<file path="src/rtl/mcg_pkg.sv">
// Package: shared types and constants for the MIDI clock generator.
`timescale 1ns / 1ps

package mcg_pkg;

  // Configuration port
  localparam int CFG_IDX_W  = 2;
  localparam int CFG_DATA_W = 30;

  typedef enum logic [CFG_IDX_W-1:0] {
    REG_CLOCK_MODE = 2'd0,
    REG_BPM_PERIOD = 2'd1,
    REG_USB_GROUP  = 2'd2
  } cfg_reg_t;

  // Clock source selection
  typedef enum logic [1:0] {
    MODE_MASTER = 2'd0,
    MODE_SLAVE  = 2'd1,
    MODE_AUTO   = 2'd2
  } clock_mode_t;

  // Input request kinds
  typedef enum logic [1:0] {
    OP_TICK    = 2'd0,
    OP_BYTE    = 2'd1,
    OP_RESTART = 2'd2
  } op_t;

  // MIDI realtime status bytes
  localparam logic [7:0] MIDI_CLOCK    = 8'hf8;
  localparam logic [7:0] MIDI_START    = 8'hfa;
  localparam logic [7:0] MIDI_CONTINUE = 8'hfb;
  localparam logic [7:0] MIDI_STOP     = 8'hfc;

  // Pending transport flag bits
  localparam int FLAG_START = 0;
  localparam int FLAG_STOP  = 1;
  localparam int FLAG_CONT  = 2;

  // Reset values of the registers
  localparam logic [1:0]            RST_CLOCK_MODE = MODE_AUTO;
  localparam logic [CFG_DATA_W-1:0] RST_BPM_PERIOD = 30'd5208333;
  localparam logic [3:0]            RST_USB_GROUP  = 4'd1;

  // Counter limits and phase increment
  localparam logic [15:0] SLC_MAX      = 16'hffff;
  localparam logic [15:0] SLC_TIMEOUT  = 16'h0fff;
  localparam logic [31:0] PHASE_STEP   = 32'd1000000;
  localparam logic [7:0]  PENDING_MAX  = 8'hff;
  localparam logic [1:0]  INTERP_LAST  = 2'd3;
  localparam logic [2:0]  SIXTH_LAST   = 3'd5;

endpackage

</file>
<file path="src/rtl/midi_clock_master_slave_generator_top.sv">
// Top level: MIDI clock generator, 24ppqn to 96ppqn with master/slave select.
//
// Usage:
//   The input channel (in_valid/in_ready) takes one request per cycle while
//   in_ready is high: a tick, a received MIDI realtime byte with its source
//   port, or a tempo restart. Only a tick produces a result; it appears on
//   the out_ channel with the clock, start, stop and continue events, the
//   slave decision and the divide-by-6 / divide-by-24 counts. Bytes and
//   restarts produce nothing. A tick first sits in the input register, then
//   the state update loads the result register. Throughput is one request
//   per cycle while out_ready is high.
//   When the receiver stalls, the result waits in the output register;
//   the input register still drains bytes and restarts, while a tick waits
//   in the input register until the held result is taken (in_ready is low).
//   Configuration (cfg_we/cfg_index/cfg_wdata) is written while idle.
//   Synchronous reset (rst_n low) clears the valid flags and generator state
//   and loads the default registers: auto mode, 120 BPM period, USB group 1.
`timescale 1ns / 1ps

module midi_clock_master_slave_generator_top (
  input  logic                          clk,
  input  logic                          rst_n,
  // configuration
  input  logic                          cfg_we,
  input  logic [mcg_pkg::CFG_IDX_W-1:0] cfg_index,
  input  logic [mcg_pkg::CFG_DATA_W-1:0] cfg_wdata,
  // input channel
  input  logic                          in_valid,
  output logic                          in_ready,
  input  logic [1:0]                    in_op,
  input  logic [7:0]                    in_midi_byte,
  input  logic [7:0]                    in_source_port,
  // result channel
  output logic                          out_valid,
  input  logic                          out_ready,
  output logic                          out_clock_event,
  output logic                          out_start_event,
  output logic                          out_stop_event,
  output logic                          out_continue_event,
  output logic                          out_slave_active,
  output logic [2:0]                    out_sixth_count,
  output logic [1:0]                    out_quarter_count
);

  import mcg_pkg::*;

  // Configuration registers
  logic [1:0]            mode_r;
  logic [CFG_DATA_W-1:0] period_r;
  logic [3:0]            group_r;

  always_ff @(posedge clk) begin
    if (!rst_n) begin
      mode_r   <= RST_CLOCK_MODE;
      period_r <= RST_BPM_PERIOD;
      group_r  <= RST_USB_GROUP;
    end else if (cfg_we) begin
      unique case (cfg_reg_t'(cfg_index))
        REG_CLOCK_MODE: mode_r   <= cfg_wdata[1:0];
        REG_BPM_PERIOD: period_r <= cfg_wdata;
        REG_USB_GROUP:  group_r  <= cfg_wdata[3:0];
        default: ;
      endcase
    end
  end

  // Input register
  logic       s1_v_r, s1_v_nxt;
  logic [1:0] s1_op_r;
  logic [7:0] s1_byte_r;
  logic [7:0] s1_port_r;
  logic       s1_tick;
  logic       s1_go;
  logic       in_acc;

  assign s1_tick  = (op_t'(s1_op_r) == OP_TICK);
  assign s1_go    = s1_v_r && (!s1_tick || !out_valid || out_ready);
  assign in_ready = !s1_v_r || s1_go;
  assign in_acc   = in_valid && in_ready;

  always_comb begin
    s1_v_nxt = s1_v_r;
    if (in_acc)     s1_v_nxt = 1'b1;
    else if (s1_go) s1_v_nxt = 1'b0;
  end

  always_ff @(posedge clk) begin
    if (!rst_n) s1_v_r <= 1'b0;
    else        s1_v_r <= s1_v_nxt;
  end

  always_ff @(posedge clk) begin
    if (in_acc) begin
      s1_op_r   <= in_op;
      s1_byte_r <= in_midi_byte;
      s1_port_r <= in_source_port;
    end
  end

  // Generator state
  logic [15:0] slc_r, slc_nxt;
  logic [15:0] mi_r, mi_nxt;
  logic [15:0] delay_r, delay_nxt;
  logic [1:0]  sent_r, sent_nxt;
  logic [7:0]  pend_r, pend_nxt;
  logic [31:0] acc_r, acc_nxt;
  logic [2:0]  flags_r, flags_nxt;
  logic        slave_r, slave_nxt;
  logic [2:0]  d6_r, d6_nxt;
  logic [1:0]  d4_r, d4_nxt;

  // Result register
  logic       out_valid_r, out_valid_nxt;
  logic       o_clk_r, o_clk_nxt;
  logic       o_st_r, o_st_nxt;
  logic       o_sp_r, o_sp_nxt;
  logic       o_ct_r, o_ct_nxt;
  logic       o_slave_r;
  logic [2:0] o_d6_r;
  logic [1:0] o_d4_r;

  // Tick path intermediates
  logic [15:0] slc_inc;
  logic [15:0] delay_dec;
  logic        interp_fire;
  logic [7:0]  pend_after;
  logic [31:0] acc_sum;
  logic        clk_ev;
  logic [2:0]  d6_base;
  logic [1:0]  d4_base;
  // Byte path intermediates
  logic        port_filtered;
  logic [2:0]  req_n;
  logic [8:0]  req_sum;

  always_comb begin
    slc_nxt   = slc_r;
    mi_nxt    = mi_r;
    delay_nxt = delay_r;
    sent_nxt  = sent_r;
    pend_nxt  = pend_r;
    acc_nxt   = acc_r;
    flags_nxt = flags_r;
    slave_nxt = slave_r;
    d6_nxt    = d6_r;
    d4_nxt    = d4_r;
    o_clk_nxt = 1'b0;
    o_st_nxt  = 1'b0;
    o_sp_nxt  = 1'b0;
    o_ct_nxt  = 1'b0;

    // tick: counters, slave decision, interpolation, transport, clock
    slc_inc     = (slc_r == SLC_MAX) ? slc_r : slc_r + 16'd1;
    delay_dec   = delay_r - 16'd1;
    interp_fire = (delay_dec == 16'd0) && (sent_r < INTERP_LAST);
    pend_after  = (interp_fire && pend_r != PENDING_MAX) ? pend_r + 8'd1 : pend_r;
    acc_sum     = acc_r + PHASE_STEP;
    clk_ev      = 1'b0;
    d6_base     = flags_r[FLAG_START] ? 3'd0 : d6_r;
    d4_base     = flags_r[FLAG_START] ? 2'd0 : d4_r;

    // byte: port filter and clock request count
    port_filtered = (s1_port_r[7:4] == group_r) && (s1_port_r[3:0] != 4'd0);
    req_n         = 3'd4 - {1'b0, sent_r};
    req_sum       = {1'b0, pend_r} + {6'd0, req_n};

    if (s1_go) begin
      unique case (s1_op_r)
        OP_TICK: begin
          slc_nxt = slc_inc;
          unique case (mode_r)
            MODE_MASTER: slave_nxt = 1'b0;
            MODE_SLAVE:  slave_nxt = 1'b1;
            default:     slave_nxt = (slc_inc < SLC_TIMEOUT);
          endcase

          if (interp_fire) begin
            sent_nxt  = sent_r + 2'd1;
            delay_nxt = {2'b00, mi_r[15:2]};
          end else begin
            delay_nxt = delay_dec;
          end

          o_st_nxt  = flags_r[FLAG_START];
          o_sp_nxt  = flags_r[FLAG_STOP];
          o_ct_nxt  = flags_r[FLAG_CONT];
          flags_nxt = 3'b000;

          // consume a request, else run the phase accumulator in master
          pend_nxt = pend_after;
          if (pend_after != 8'd0) begin
            pend_nxt = pend_after - 8'd1;
            clk_ev   = slave_nxt;
          end else if (!slave_nxt) begin
            if (acc_sum > {2'b00, period_r}) begin
              acc_nxt = acc_sum - {2'b00, period_r};
              clk_ev  = 1'b1;
            end else begin
              acc_nxt = acc_sum;
            end
          end

          // clock dividers
          d6_nxt = d6_base;
          d4_nxt = d4_base;
          if (clk_ev) begin
            if (d6_base >= SIXTH_LAST) begin
              d6_nxt = 3'd0;
              d4_nxt = d4_base + 2'd1;
            end else begin
              d6_nxt = d6_base + 3'd1;
            end
          end
          o_clk_nxt = clk_ev;
        end
        OP_BYTE: begin
          if (!port_filtered) begin
            priority case (s1_byte_r)
              MIDI_CLOCK: begin
                mi_nxt    = slc_r;
                slc_nxt   = 16'd0;
                pend_nxt  = req_sum[8] ? PENDING_MAX : req_sum[7:0];
                sent_nxt  = 2'd0;
                delay_nxt = {2'b00, slc_r[15:2]};
              end
              MIDI_START: begin
                flags_nxt[FLAG_START] = 1'b1;
                if (slc_r > SLC_TIMEOUT) slc_nxt = 16'd0;
                pend_nxt = 8'd0;
                sent_nxt = INTERP_LAST;
              end
              MIDI_CONTINUE: flags_nxt[FLAG_CONT] = 1'b1;
              MIDI_STOP:     flags_nxt[FLAG_STOP] = 1'b1;
              default: ;
            endcase
          end
        end
        OP_RESTART: flags_nxt[FLAG_START] = 1'b1;
        default: ;
      endcase
    end

    // result register handshake
    out_valid_nxt = out_valid_r;
    if (s1_go && s1_tick) out_valid_nxt = 1'b1;
    else if (out_ready)   out_valid_nxt = 1'b0;
  end

  always_ff @(posedge clk) begin
    if (!rst_n) begin
      slc_r       <= '0;
      mi_r        <= '0;
      delay_r     <= '0;
      sent_r      <= '0;
      pend_r      <= '0;
      acc_r       <= '0;
      flags_r     <= '0;
      slave_r     <= 1'b0;
      d6_r        <= '0;
      d4_r        <= '0;
      out_valid_r <= 1'b0;
    end else begin
      slc_r       <= slc_nxt;
      mi_r        <= mi_nxt;
      delay_r     <= delay_nxt;
      sent_r      <= sent_nxt;
      pend_r      <= pend_nxt;
      acc_r       <= acc_nxt;
      flags_r     <= flags_nxt;
      slave_r     <= slave_nxt;
      d6_r        <= d6_nxt;
      d4_r        <= d4_nxt;
      out_valid_r <= out_valid_nxt;
    end
  end

  // result payload, loaded when a tick leaves the input register
  always_ff @(posedge clk) begin
    if (s1_go && s1_tick) begin
      o_clk_r   <= o_clk_nxt;
      o_st_r    <= o_st_nxt;
      o_sp_r    <= o_sp_nxt;
      o_ct_r    <= o_ct_nxt;
      o_slave_r <= slave_nxt;
      o_d6_r    <= d6_nxt;
      o_d4_r    <= d4_nxt;
    end
  end

  assign out_valid          = out_valid_r;
  assign out_clock_event    = o_clk_r;
  assign out_start_event    = o_st_r;
  assign out_stop_event     = o_sp_r;
  assign out_continue_event = o_ct_r;
  assign out_slave_active   = o_slave_r;
  assign out_sixth_count    = o_d6_r;
  assign out_quarter_count  = o_d4_r;

  // Checks

  // a start resets the dividers, so at most one clock is counted after it
  a_start_resets_div: assert property (@(posedge clk) disable iff (!rst_n)
    out_valid && out_start_event |-> out_quarter_count == 2'd0 && out_sixth_count <= 3'd1)
    else $error("dividers not reset on start");

  // divide-by-six count never leaves its range
  a_sixth_range: assert property (@(posedge clk) disable iff (!rst_n)
    d6_r <= SIXTH_LAST)
    else $error("sixth count out of range");

  // master mode never reports following the external clock
  a_master_not_slave: assert property (@(posedge clk) disable iff (!rst_n)
    s1_go && s1_tick && mode_r == MODE_MASTER |=> !out_slave_active)
    else $error("slave active in master mode");

  // a tick held back by a stalled result stays in the input register
  a_tick_held: assert property (@(posedge clk) disable iff (!rst_n)
    s1_v_r && !s1_go |=> s1_v_r && $stable(s1_op_r))
    else $error("held request lost");

endmodule

</file>
<file path="config.mk">
export PLATFORM = sky130hd
export DESIGN_NAME = midi_clock_master_slave_generator_top
export DESIGN_NICKNAME = d
export VERILOG_FILES = /design/src/rtl/mcg_pkg.sv /design/src/rtl/midi_clock_master_slave_generator_top.sv
export SDC_FILE = /design/constraint.sdc
export NUM_CORES = 1
export LEC_CHECK = 0
export BUFFER_PORTS_ARGS = -buffer_cell sky130_fd_sc_hd__clkbuf_2
export CAP_MARGIN = 10
export CORE_MARGIN = 2
export CORE_UTILIZATION = 30
export CTS_BUF_LIST = sky130_fd_sc_hd__clkbuf_8
export DETAILED_ROUTE_END_ITERATION = 6
export SYNTH_ARGS = -nofsm -noshare
export SYNTH_HDL_FRONTEND = slang
export SYNTH_SLANG_ARGS = --single-unit
</file>
<file path="constraint.sdc">
create_clock -name clk -period 6.6 [get_ports clk]
set_input_delay 0.99 -clock clk [delete_from_list [all_inputs] [get_ports clk]]
set_output_delay 0.99 -clock clk [all_outputs]
set_load 0.02 [all_outputs]
</file>
==> impl_metrics.csv, run 1 <==
group,metric,value,unit
power,pwr-share-comb,15.6,%
cts,tritoncts,"built",
routing,drt_iter0_markers,636,
die,dieHeight,193.2,um
yosys,seq_area_frac_synth,33.01,%
yosys,synth_area,0.01074,mm^2
global_route,grt_pass1_vias,8998,
yosys,synthArstFlopShare,0,%
yosys,syn-instance-count,1340,
yosys,synth_edf_count,28,
power,switchingPower,671.2,uW
sta,rsz0062_at_grt,"no",
setup_path,cp_slowest_cell,"buf_4",
setup_path,r2r_slack,1.75,ns
power,switching_share,31.58,%
global_route,grt.overflow.total,0,
hold_path,min_to,"period_r[20]",
die,dieArea,0.03731,mm^2
power,sequentialPowerShare,49.9,%
setup_path,critPathBufInv,1,
setup_path,cp.arrival,5.23,ns
setup_path,reg2reg_from,"acc_r[6]",
routing,drt_wl_total,28890,um
sta,hold_violations,0,
cts,clkLatencyLatePin,0.48,ns
power,p_per_area,179.8,mW/mm^2
power,peakVddDrop,0.0001105,V
setup_path,end_kind,"register",
setup_path,worstReg2RegEnd,"d6_r[1]",
routing,vias_per_cell,5.281,
yosys,synth_nets,1442,
setup_path,cp.required,6.98,ns
die,start_util,30.33,%
hold_path,worstHoldStart,"period_r[20]",
power,pwr-share-clk,34.5,%
final_layout,seq_area,0.003543,mm^2
sta,setup_viol,0,
cts,clk_pin_slew,0.10,ns
run,max_cap_violations,0,
placed_design,place.gp.congestion,0.8413,
setup_path,max_stage_delay,0.51,ns
routing,firstDrtPassIters,5,
final_layout,multi_input_area,0.006663,mm^2
cts,clk_path_buf_depth,2,
sta,fmaxAchievable,0.2063,GHz
yosys,ys_warn_count,0,
placed_design,placed_cells,1799,
routing,drc,0,
yosys,avgSynthCellArea,8.011,um^2
global_route,antenna_found_initial,0,
final_layout,synthToLayoutAreaGrowth,10.12,%
final_layout,drive_above_1_share,10.66,%
final_layout,nNetsFinal,1459,
power,leakage,4.365,nW
routing,ant_nets,0,
cts,h-tree-depth,4,
die,die_w,193.2,um
setup_path,reg2reg_depth,18,
die,core_area,0.03540,mm^2
global_route,grt_pass1_wl,47090,um
hold_path,hold_class,"reg2reg",
sta,finalCriticalPeriod,4.848,ns
final_layout,n_fill_cell,3785,
hold_path,min_path_cells,2,
final_layout,final_cells,1831,
setup_path,cp-start-kind,"register",
cts,cts_root_buffer,"clkbuf_8",
sta,fin_tns_setup,0,ns
sta,worst_pin_slew,1.167,ns
cts,numClockSinks,163,
power,internal-power,1.454,mW
sta,finalMaxSlewViolations,0,
sta,fin_crit_sh,73.46,%
sta,slew_headroom,21.47,%
cts,post_cts_buffers,0,
die,io_pins,67,
setup_path,worstPathMaxFanout,50,
yosys,synth-seq-cells,163,
routing,via_count,9669,
global_route,grt_usage,15.83,%
placed_design,dpl.hpwl,20880,um
placed_design,io_buffers,66,
sta,fin_skew,0.01430,ns
yosys,synth_cell_types,92,
run_status,status,"completed",
cts,cts_resized,0,
global_route,grt_max_degree,64,
setup_path,crit_type,"reg2reg",
cts,holdBufCountCts,0,
final_layout,antennaDiodeCount,0,
cts,cts_buffers,17,
yosys,synth_ff_type,"dfxtp_1",
routing,wl_per_cell,15.78,um
die,num_rows,69,
setup_path,crit_chain,"ha_1 -> a21o_1 -> and2_1 -> o21a_1 -> nor2_1 -> xnor2_1 -> ha_1 -> nand4_1 -> nor2_1 -> o311ai_0 -> nand3_1 -> o2111ai_1 -> nand3b_1 -> buf_4 -> nand2_1 -> mux2_4 -> or4_1 -> o31ai_1",
setup_path,cp_top_family,"simple AND/OR/NAND/NOR gates",
==> registers in the layout (all words and copies together), names as in the netlist, 3 cells and up <==
| signal | count |
|---|---|
| out_sixth_count | 3 |
| delay_r | 16 |
| acc_r | 32 |
| flags_r | 3 |
| s1_byte_r | 8 |
| period_r | 30 |
| mi_r | 14 |
| group_r | 4 |
| slc_r | 16 |
| d6_r | 3 |
| s1_port_r | 8 |
| pend_r | 8 |
==> area by class of cell <==
cell class | count | share of cell area [%]
timing repair buffer | 75 | 3.366
clock inverter | 15 | 1.302
sequential | 163 | 29.97
multi-input combinational | 1033 | 56.36
clock buffer | 17 | 1.979
tap | 461 | 4.879
inverter | 67 | 2.138
==> logic make-up (layout without fill, tap and decap cells) <==
group                    count (synthesis)  in the layout  share of synthesized area [%]
adder cells (fa/ha/maj)                 47             47                          5.618
XOR/XNOR                                67             67                          5.466
AO/OA/AOI/OAI                          351            351                          21.13
buffers and inverters                  144            174                          5.268
flip-flops                             163            163                          33.01
AND/OR/NAND/NOR                        515            515                          24.18
multiplexers                            53             53                          5.326
==> cells in the mapped netlist, drive strengths merged (4+ instances only) <==
cell type	number	share of area, %
a211o	6	0.49
a211oi	29	2.0
a21o	10	0.70
a21oi	111	5.2
a22oi	7	0.49
a2bb2oi	5	0.41
a311oi	5	0.41
a31oi	19	1.2
and2	17	0.99
and3	8	0.47
buf	16	0.77
clkbuf	61	2.2
dfxtp	135	25
edfxtp	28	7.8
ha	45	5.2
inv	65	2.3
mux2	7	0.80
mux2i	46	4.5
nand2	142	5.0
nand2b	17	0.99
nand3	37	1.8
nand3b	7	0.49
nand4	24	1.5
nand4b	5	0.41
nor2	132	4.6
nor2b	23	1.3
nor3	39	1.9
nor3b	8	0.56
nor4	15	1.1
nor4b	5	0.55
o211ai	22	1.5
o21a	11	0.77
o21ai	67	3.1
o21bai	4	0.28
o31a	4	0.33
o31ai	6	0.42
or2	8	0.47
or3	12	0.70
or4	5	0.35
xnor2	40	3.3
xor2	27	2.2
==> per-stage QoR <==
| stage | total power, mW | util (%) | worst slack, ns | hold WS (ns) | area [um^2] |
|---|---|---|---|---|---|
| global route | 2.223 | 33.40 | 1.237 | 0.4802 | 11820 |
| finish | 2.125 | 33.40 | 1.752 | 0.4596 | 11820 |
| detailed placement | 1.412 | 32.30 | 1.816 | 0.4482 | 11430 |
| CTS | 2.151 | 33.40 | 1.785 | 0.4628 | 11820 |
| floorplan | 1.323 | - | 2.422 | 0.4285 | 10740 |
| global placement | 1.409 | 32.30 | 1.967 | 0.4450 | 11430 |
==> power groups by stage <==
| stage | registers (mW) | logic (mW) | clock network (mW) |
|---|---|---|---|
| 2_1_floorplan | 1.07 | 0.252 | 0 |
| 3_3_place_gp | 1.08 | 0.327 | 0 |
| 3_5_place_dp | 1.08 | 0.329 | 0 |
| 4_1_cts | 1.06 | 0.331 | 0.760 |
| 5_1_grt | 1.06 | 0.369 | 0.791 |
| 6_report | 1.06 | 0.331 | 0.734 |
==> layout by cell type, fill, tap and decap left out, types with 7 or more instances in the layout <==
cell	Yosys	layout
and2_1	16	16
nor3_1	38	37
o21ai_0	57	57
ha_1	45	44
a21o_1	10	10
nand3b_1	7	7
nand2b_1	17	17
inv_1	64	64
a22oi_1	7	7
nand3_1	36	36
mux2i_1	44	44
nor2_1	132	131
nand2_1	142	142
o211ai_1	22	22
a211oi_1	29	29
xnor2_1	40	40
nor3b_1	8	8
dfxtp_1	135	135
nand4_1	23	23
and3_1	8	8
a21oi_1	111	111
o21a_1	11	11
a31oi_1	18	17
o21ai_1	10	10
or3_1	12	12
clkbuf_8	0	17
clkbuf_2	2	66
nor4_1	12	12
nor2b_1	23	23
buf_4	1	9
xor2_1	27	27
edfxtp_1	28	28
==> worst register-to-register path, delay by kind of cell, from the launching register on <==
family / cells / cell delay [ns]
AOI/OAI and AO/OA: 5 / 0.93
xor gates and xnor gates: 1 / 0.11
adders and majority gates: 2 / 0.69
buffers and inverters: 1 / 0.51
DFF: 1 / 0.38
muxes: 1 / 0.31
and+or+nand+nor: 8 / 1.83
==> routing by layer <==
metal,vias up,share of wire [%],global-route usage (%)
met4,0,1.5,4.895
met5,-,0,0
met2,200,47,25.88
li1,4882,-,-
met1,4562,48,21.50
met3,25,4.0,2.335
==> worst max path at each step <==
stage / from / end / slack (ns) / depth (start not counted)
finish: acc_r[6] / d6_r[1] / 1.75 / 18
detailed placement: acc_r[6] / d6_r[1] / 1.82 / 19
global route: acc_r[6] / d6_r[1] / 1.24 / 19
global placement: acc_r[6] / d6_r[1] / 1.97 / 18
floorplan: acc_r[6] / out_quarter_count[1] / 2.42 / 17
CTS: acc_r[6] / d6_r[1] / 1.78 / 18
(Power assumes the default switching activity.)
==> inputs of run 2 (changes only) <==
--- a/config.mk
+++ b/config.mk
@@ -5,6 +5,7 @@
 export SDC_FILE = /design/constraint.sdc
 export NUM_CORES = 1
 export LEC_CHECK = 0
+export ABC_AREA = 1
 export BUFFER_PORTS_ARGS = -buffer_cell sky130_fd_sc_hd__clkbuf_2
 export CAP_MARGIN = 10
 export CORE_MARGIN = 2
==> constraint.sdc (replaced) <==
create_clock -name clk -period 4.4 [get_ports clk]
set_input_delay 0.66 -clock clk [delete_from_list [all_inputs] [get_ports clk]]
set_output_delay 0.66 -clock clk [all_outputs]
set_load 0.02 [all_outputs]
==> run 2 against run 1 <==
  * Sequential cell count is the same
  * Final cell count grew 7.7%
  * Wire length shrank 2.2%
  * Synthesized area shrank 3.4%
  * Critical endpoint is now out_quarter_count[1]
  * Largest power group unchanged
==> impl_metrics.csv, run 2 <==
group,metric,value,unit
sta,fin_skew,0.02019,ns
setup_path,cp-start-kind,"register",
run_status,status,"completed",
die,core_area,0.03429,mm^2
hold_path,hold_class,"in2reg",
yosys,synth_top_area_share,26.05,%
cts,numClockSinks,163,
power,peakVddDrop,0.0001920,V
power,leakage,5.071,nW
sta,worst_pin_slew,1.009,ns
cts,cts_root_buffer,"clkbuf_8",
final_layout,largest_reg_flops,32,
yosys,synth-simple-area-share,24.46,%
cts,cts_buffers,17,
yosys,synthTopCellsByArea,"dfxtp_1 26%, nand2_1 9.9%, edfxtp_1 8.1%, a21oi_1 7.7%, inv_1 6.5%",
yosys,avgSynthCellArea,7.145,um^2
yosys,seq_area_frac_synth,34.15,%
cts,holdBufCountCts,0,
die,start_util,30.26,%
global_route,grt_pass1_vias,9355,
cts,clk_path_buf_depth,2,
final_layout,multi_input_area,0.005976,mm^2
sta,slew_headroom,32.33,%
power,pwr-share-clk,36.5,%
final_layout,top_register,"acc_r",
yosys,ys_warn_count,0,
final_layout,final_cell_mix,"272 x nand2_1, 179 x inv_1, 159 x a21oi_1",
sta,hold_violations,0,
power,switchingPower,1.053,mW
yosys,yosys.area.top_type,"dfxtp_1",
power,switching_share,31.15,%
placed_design,dpl.hpwl,20740,um
routing,via_count,9708,
final_layout,layout_commonest_cell,"nand2_1",
final_layout,n_fill_cell,3577,
sta,fin_tns_setup,0,ns
yosys,synth-seq-cells,163,
final_layout,final_util,34.09,%
power,internal-power,2.326,mW
die,dieArea,0.03609,mm^2
final_layout,seq_area,0.003545,mm^2
final_layout,nNetsFinal,1606,
setup_path,crit_type,"reg2reg",
final_layout,reg_top3,"acc_r (32), period_r (30)",
final_layout,final_area,0.01169,mm^2
cts,tritoncts,"built",
routing,drc,0,
routing,vias_per_cell,4.923,
yosys,synth_xor_area_share,6.488,%
sta,fin_crit_sh,92.27,%
run,max_cap_violations,0,
placed_design,place_area,0.01116,mm^2
final_layout,synthToLayoutAreaGrowth,12.68,%
yosys,synth_cell_types,58,
yosys,synthArstFlopShare,0,%
sta,finalCriticalPeriod,4.060,ns
sta,setup_viol,0,
die,io_pins,67,
yosys,synth_ff_type,"dfxtp_1",
die,dieHeight,190.0,um
final_layout,drive_above_1_share,11.87,%
routing,drt_iter0_markers,608,
power,pwr-share-comb,16.6,%
power,p_per_area,289.0,mW/mm^2
yosys,synthMuxAreaShare,0,%
routing,drt_wl_total,28250,um
power,sequentialPowerShare,46.9,%
yosys,synth_area,0.01037,mm^2
routing,ant_nets,0,
global_route,grt.overflow.total,0,
global_route,antenna_found_initial,0,
power,power.total,3.379,mW
setup_path,end_kind,"register",
setup_path,cp.arrival,4.33,ns
cts,clk_pin_slew,0.11,ns
global_route,grt_pass1_wl,46860,um
yosys,ys_top_cells_by_count,"274 x nand2_1, 179 x inv_1, 160 x a21oi_1",
yosys,synth-adder-area-share,5.813,%
die,num_rows,68,
die,die_w,190.0,um
setup_path,cp.required,4.67,ns
yosys,synth_edf_count,28,
routing,wl_per_cell,14.33,um
yosys,syn-instance-count,1452,
placed_design,place.gp.congestion,0.9045,
setup_path,worstPathMaxFanout,6,
setup_path,r2r_slack,0.34,ns
placed_design,io_buffers,66,
yosys,synth-compound-area-share,19.98,%
global_route,grt_usage,16.04,%
sta,fmaxAchievable,0.2463,GHz
sta,finalMaxSlewViolations,0,
final_layout,antennaDiodeCount,0,
yosys,synth_top_family_by_area,"simple AND/OR/NAND/NOR gates",
routing,firstDrtPassIters,7,
global_route,grt_max_degree,87,
cts,h-tree-depth,4,
cts,clkLatencyLatePin,0.50,ns
yosys,synth_nets,1554,
yosys,yosysMostFrequentCell,"nand2_1",
run 2: layout make-up:
class	instances	share of cell area (%)
clock buffers	17	2.001
clock inverters	15	1.680
inverters	190	6.186
multi-input cells	1051	51.12
flip-flops and latches	163	30.32
well taps	455	4.870
repair buffers	81	3.821
run 2: logic make-up after synthesis:
| family | count (synthesis) |
|---|---|
| AO/OA/AOI/OAI | 364 |
| XOR/XNOR | 76 |
| adder cells (fa/ha/maj) | 47 |
| buffers and inverters | 238 |
| flip-flops | 163 |
| AND/OR/NAND/NOR | 564 |
run 2: per-layer routing:
layer / track usage [%] / wire, um / up-vias
met5: 0 / 0 / -
met2: 27.37 / 13300 / 183
met4: 4.383 / 362 / 0
met3: 2.841 / 1084 / 32
met1: 20.75 / 13500 / 4523
li1: - / - / 4970
run 2: worst max-delay path, stage by stage, from the launching register on:
cell and delay, ns:
dfxtp_1 0.38, ha_1 0.20, nand2_1 0.06, nand2_1 0.08
nand3_1 0.16, nor3_4 0.21, buf_4 0.16, a21oi_1 0.14
nor3_2 0.23, xor2_1 0.13, ha_1 0.37, nand2_1 0.14
nor4_2 0.35, nand3_1 0.11, nand2_1 0.10, o21ai_0 0.10
nand2_1 0.16, inv_2 0.06, nor2_1 0.11, nand3_1 0.11
nand2_2 0.14, nand4_1 0.13, nand2_1 0.13, nand2_1 0.06
run 2: final timing paths:
path / start / end / cells past startpoint
setup / recovery: acc_r[6] / out_quarter_count[1] / 23
hold / removal: in_midi_byte[4] / s1_byte_r[4] / 1
setup reg to reg: acc_r[6] / out_quarter_count[1] / 23
hold reg to reg: acc_r[4] / acc_r[4] / 2
run 2: power groups by stage:
stage	Clock [mW]	Sequential (mW)	Combinational [mW]
floorplan	0	1.61	0.408
CTS	1.27	1.58	0.552
global route	1.32	1.59	0.633
global placement	0	1.62	0.543
detailed placement	0	1.62	0.548
finish	1.23	1.58	0.561
run 2: repair_timing:
action,CTS,global route
gates resized for setup,0,20
buffers inserted,0,2
setup endpoints to repair,0,42
run 2: through the flow:
| step | setup WS (ns) | hold WS, ns | instances |
|---|---|---|---|
| floorplan | 0.6515 | 0.4245 | 1452 |
| global placement | 0.2956 | 0.4319 | 1938 |
| detailed placement | 0.1371 | 0.4397 | 1938 |
| CTS | 0.1142 | 0.2951 | 1970 |
| global route | -0.02345 | 0.2994 | 1972 |
| finish | 0.3400 | 0.3232 | 1972 |
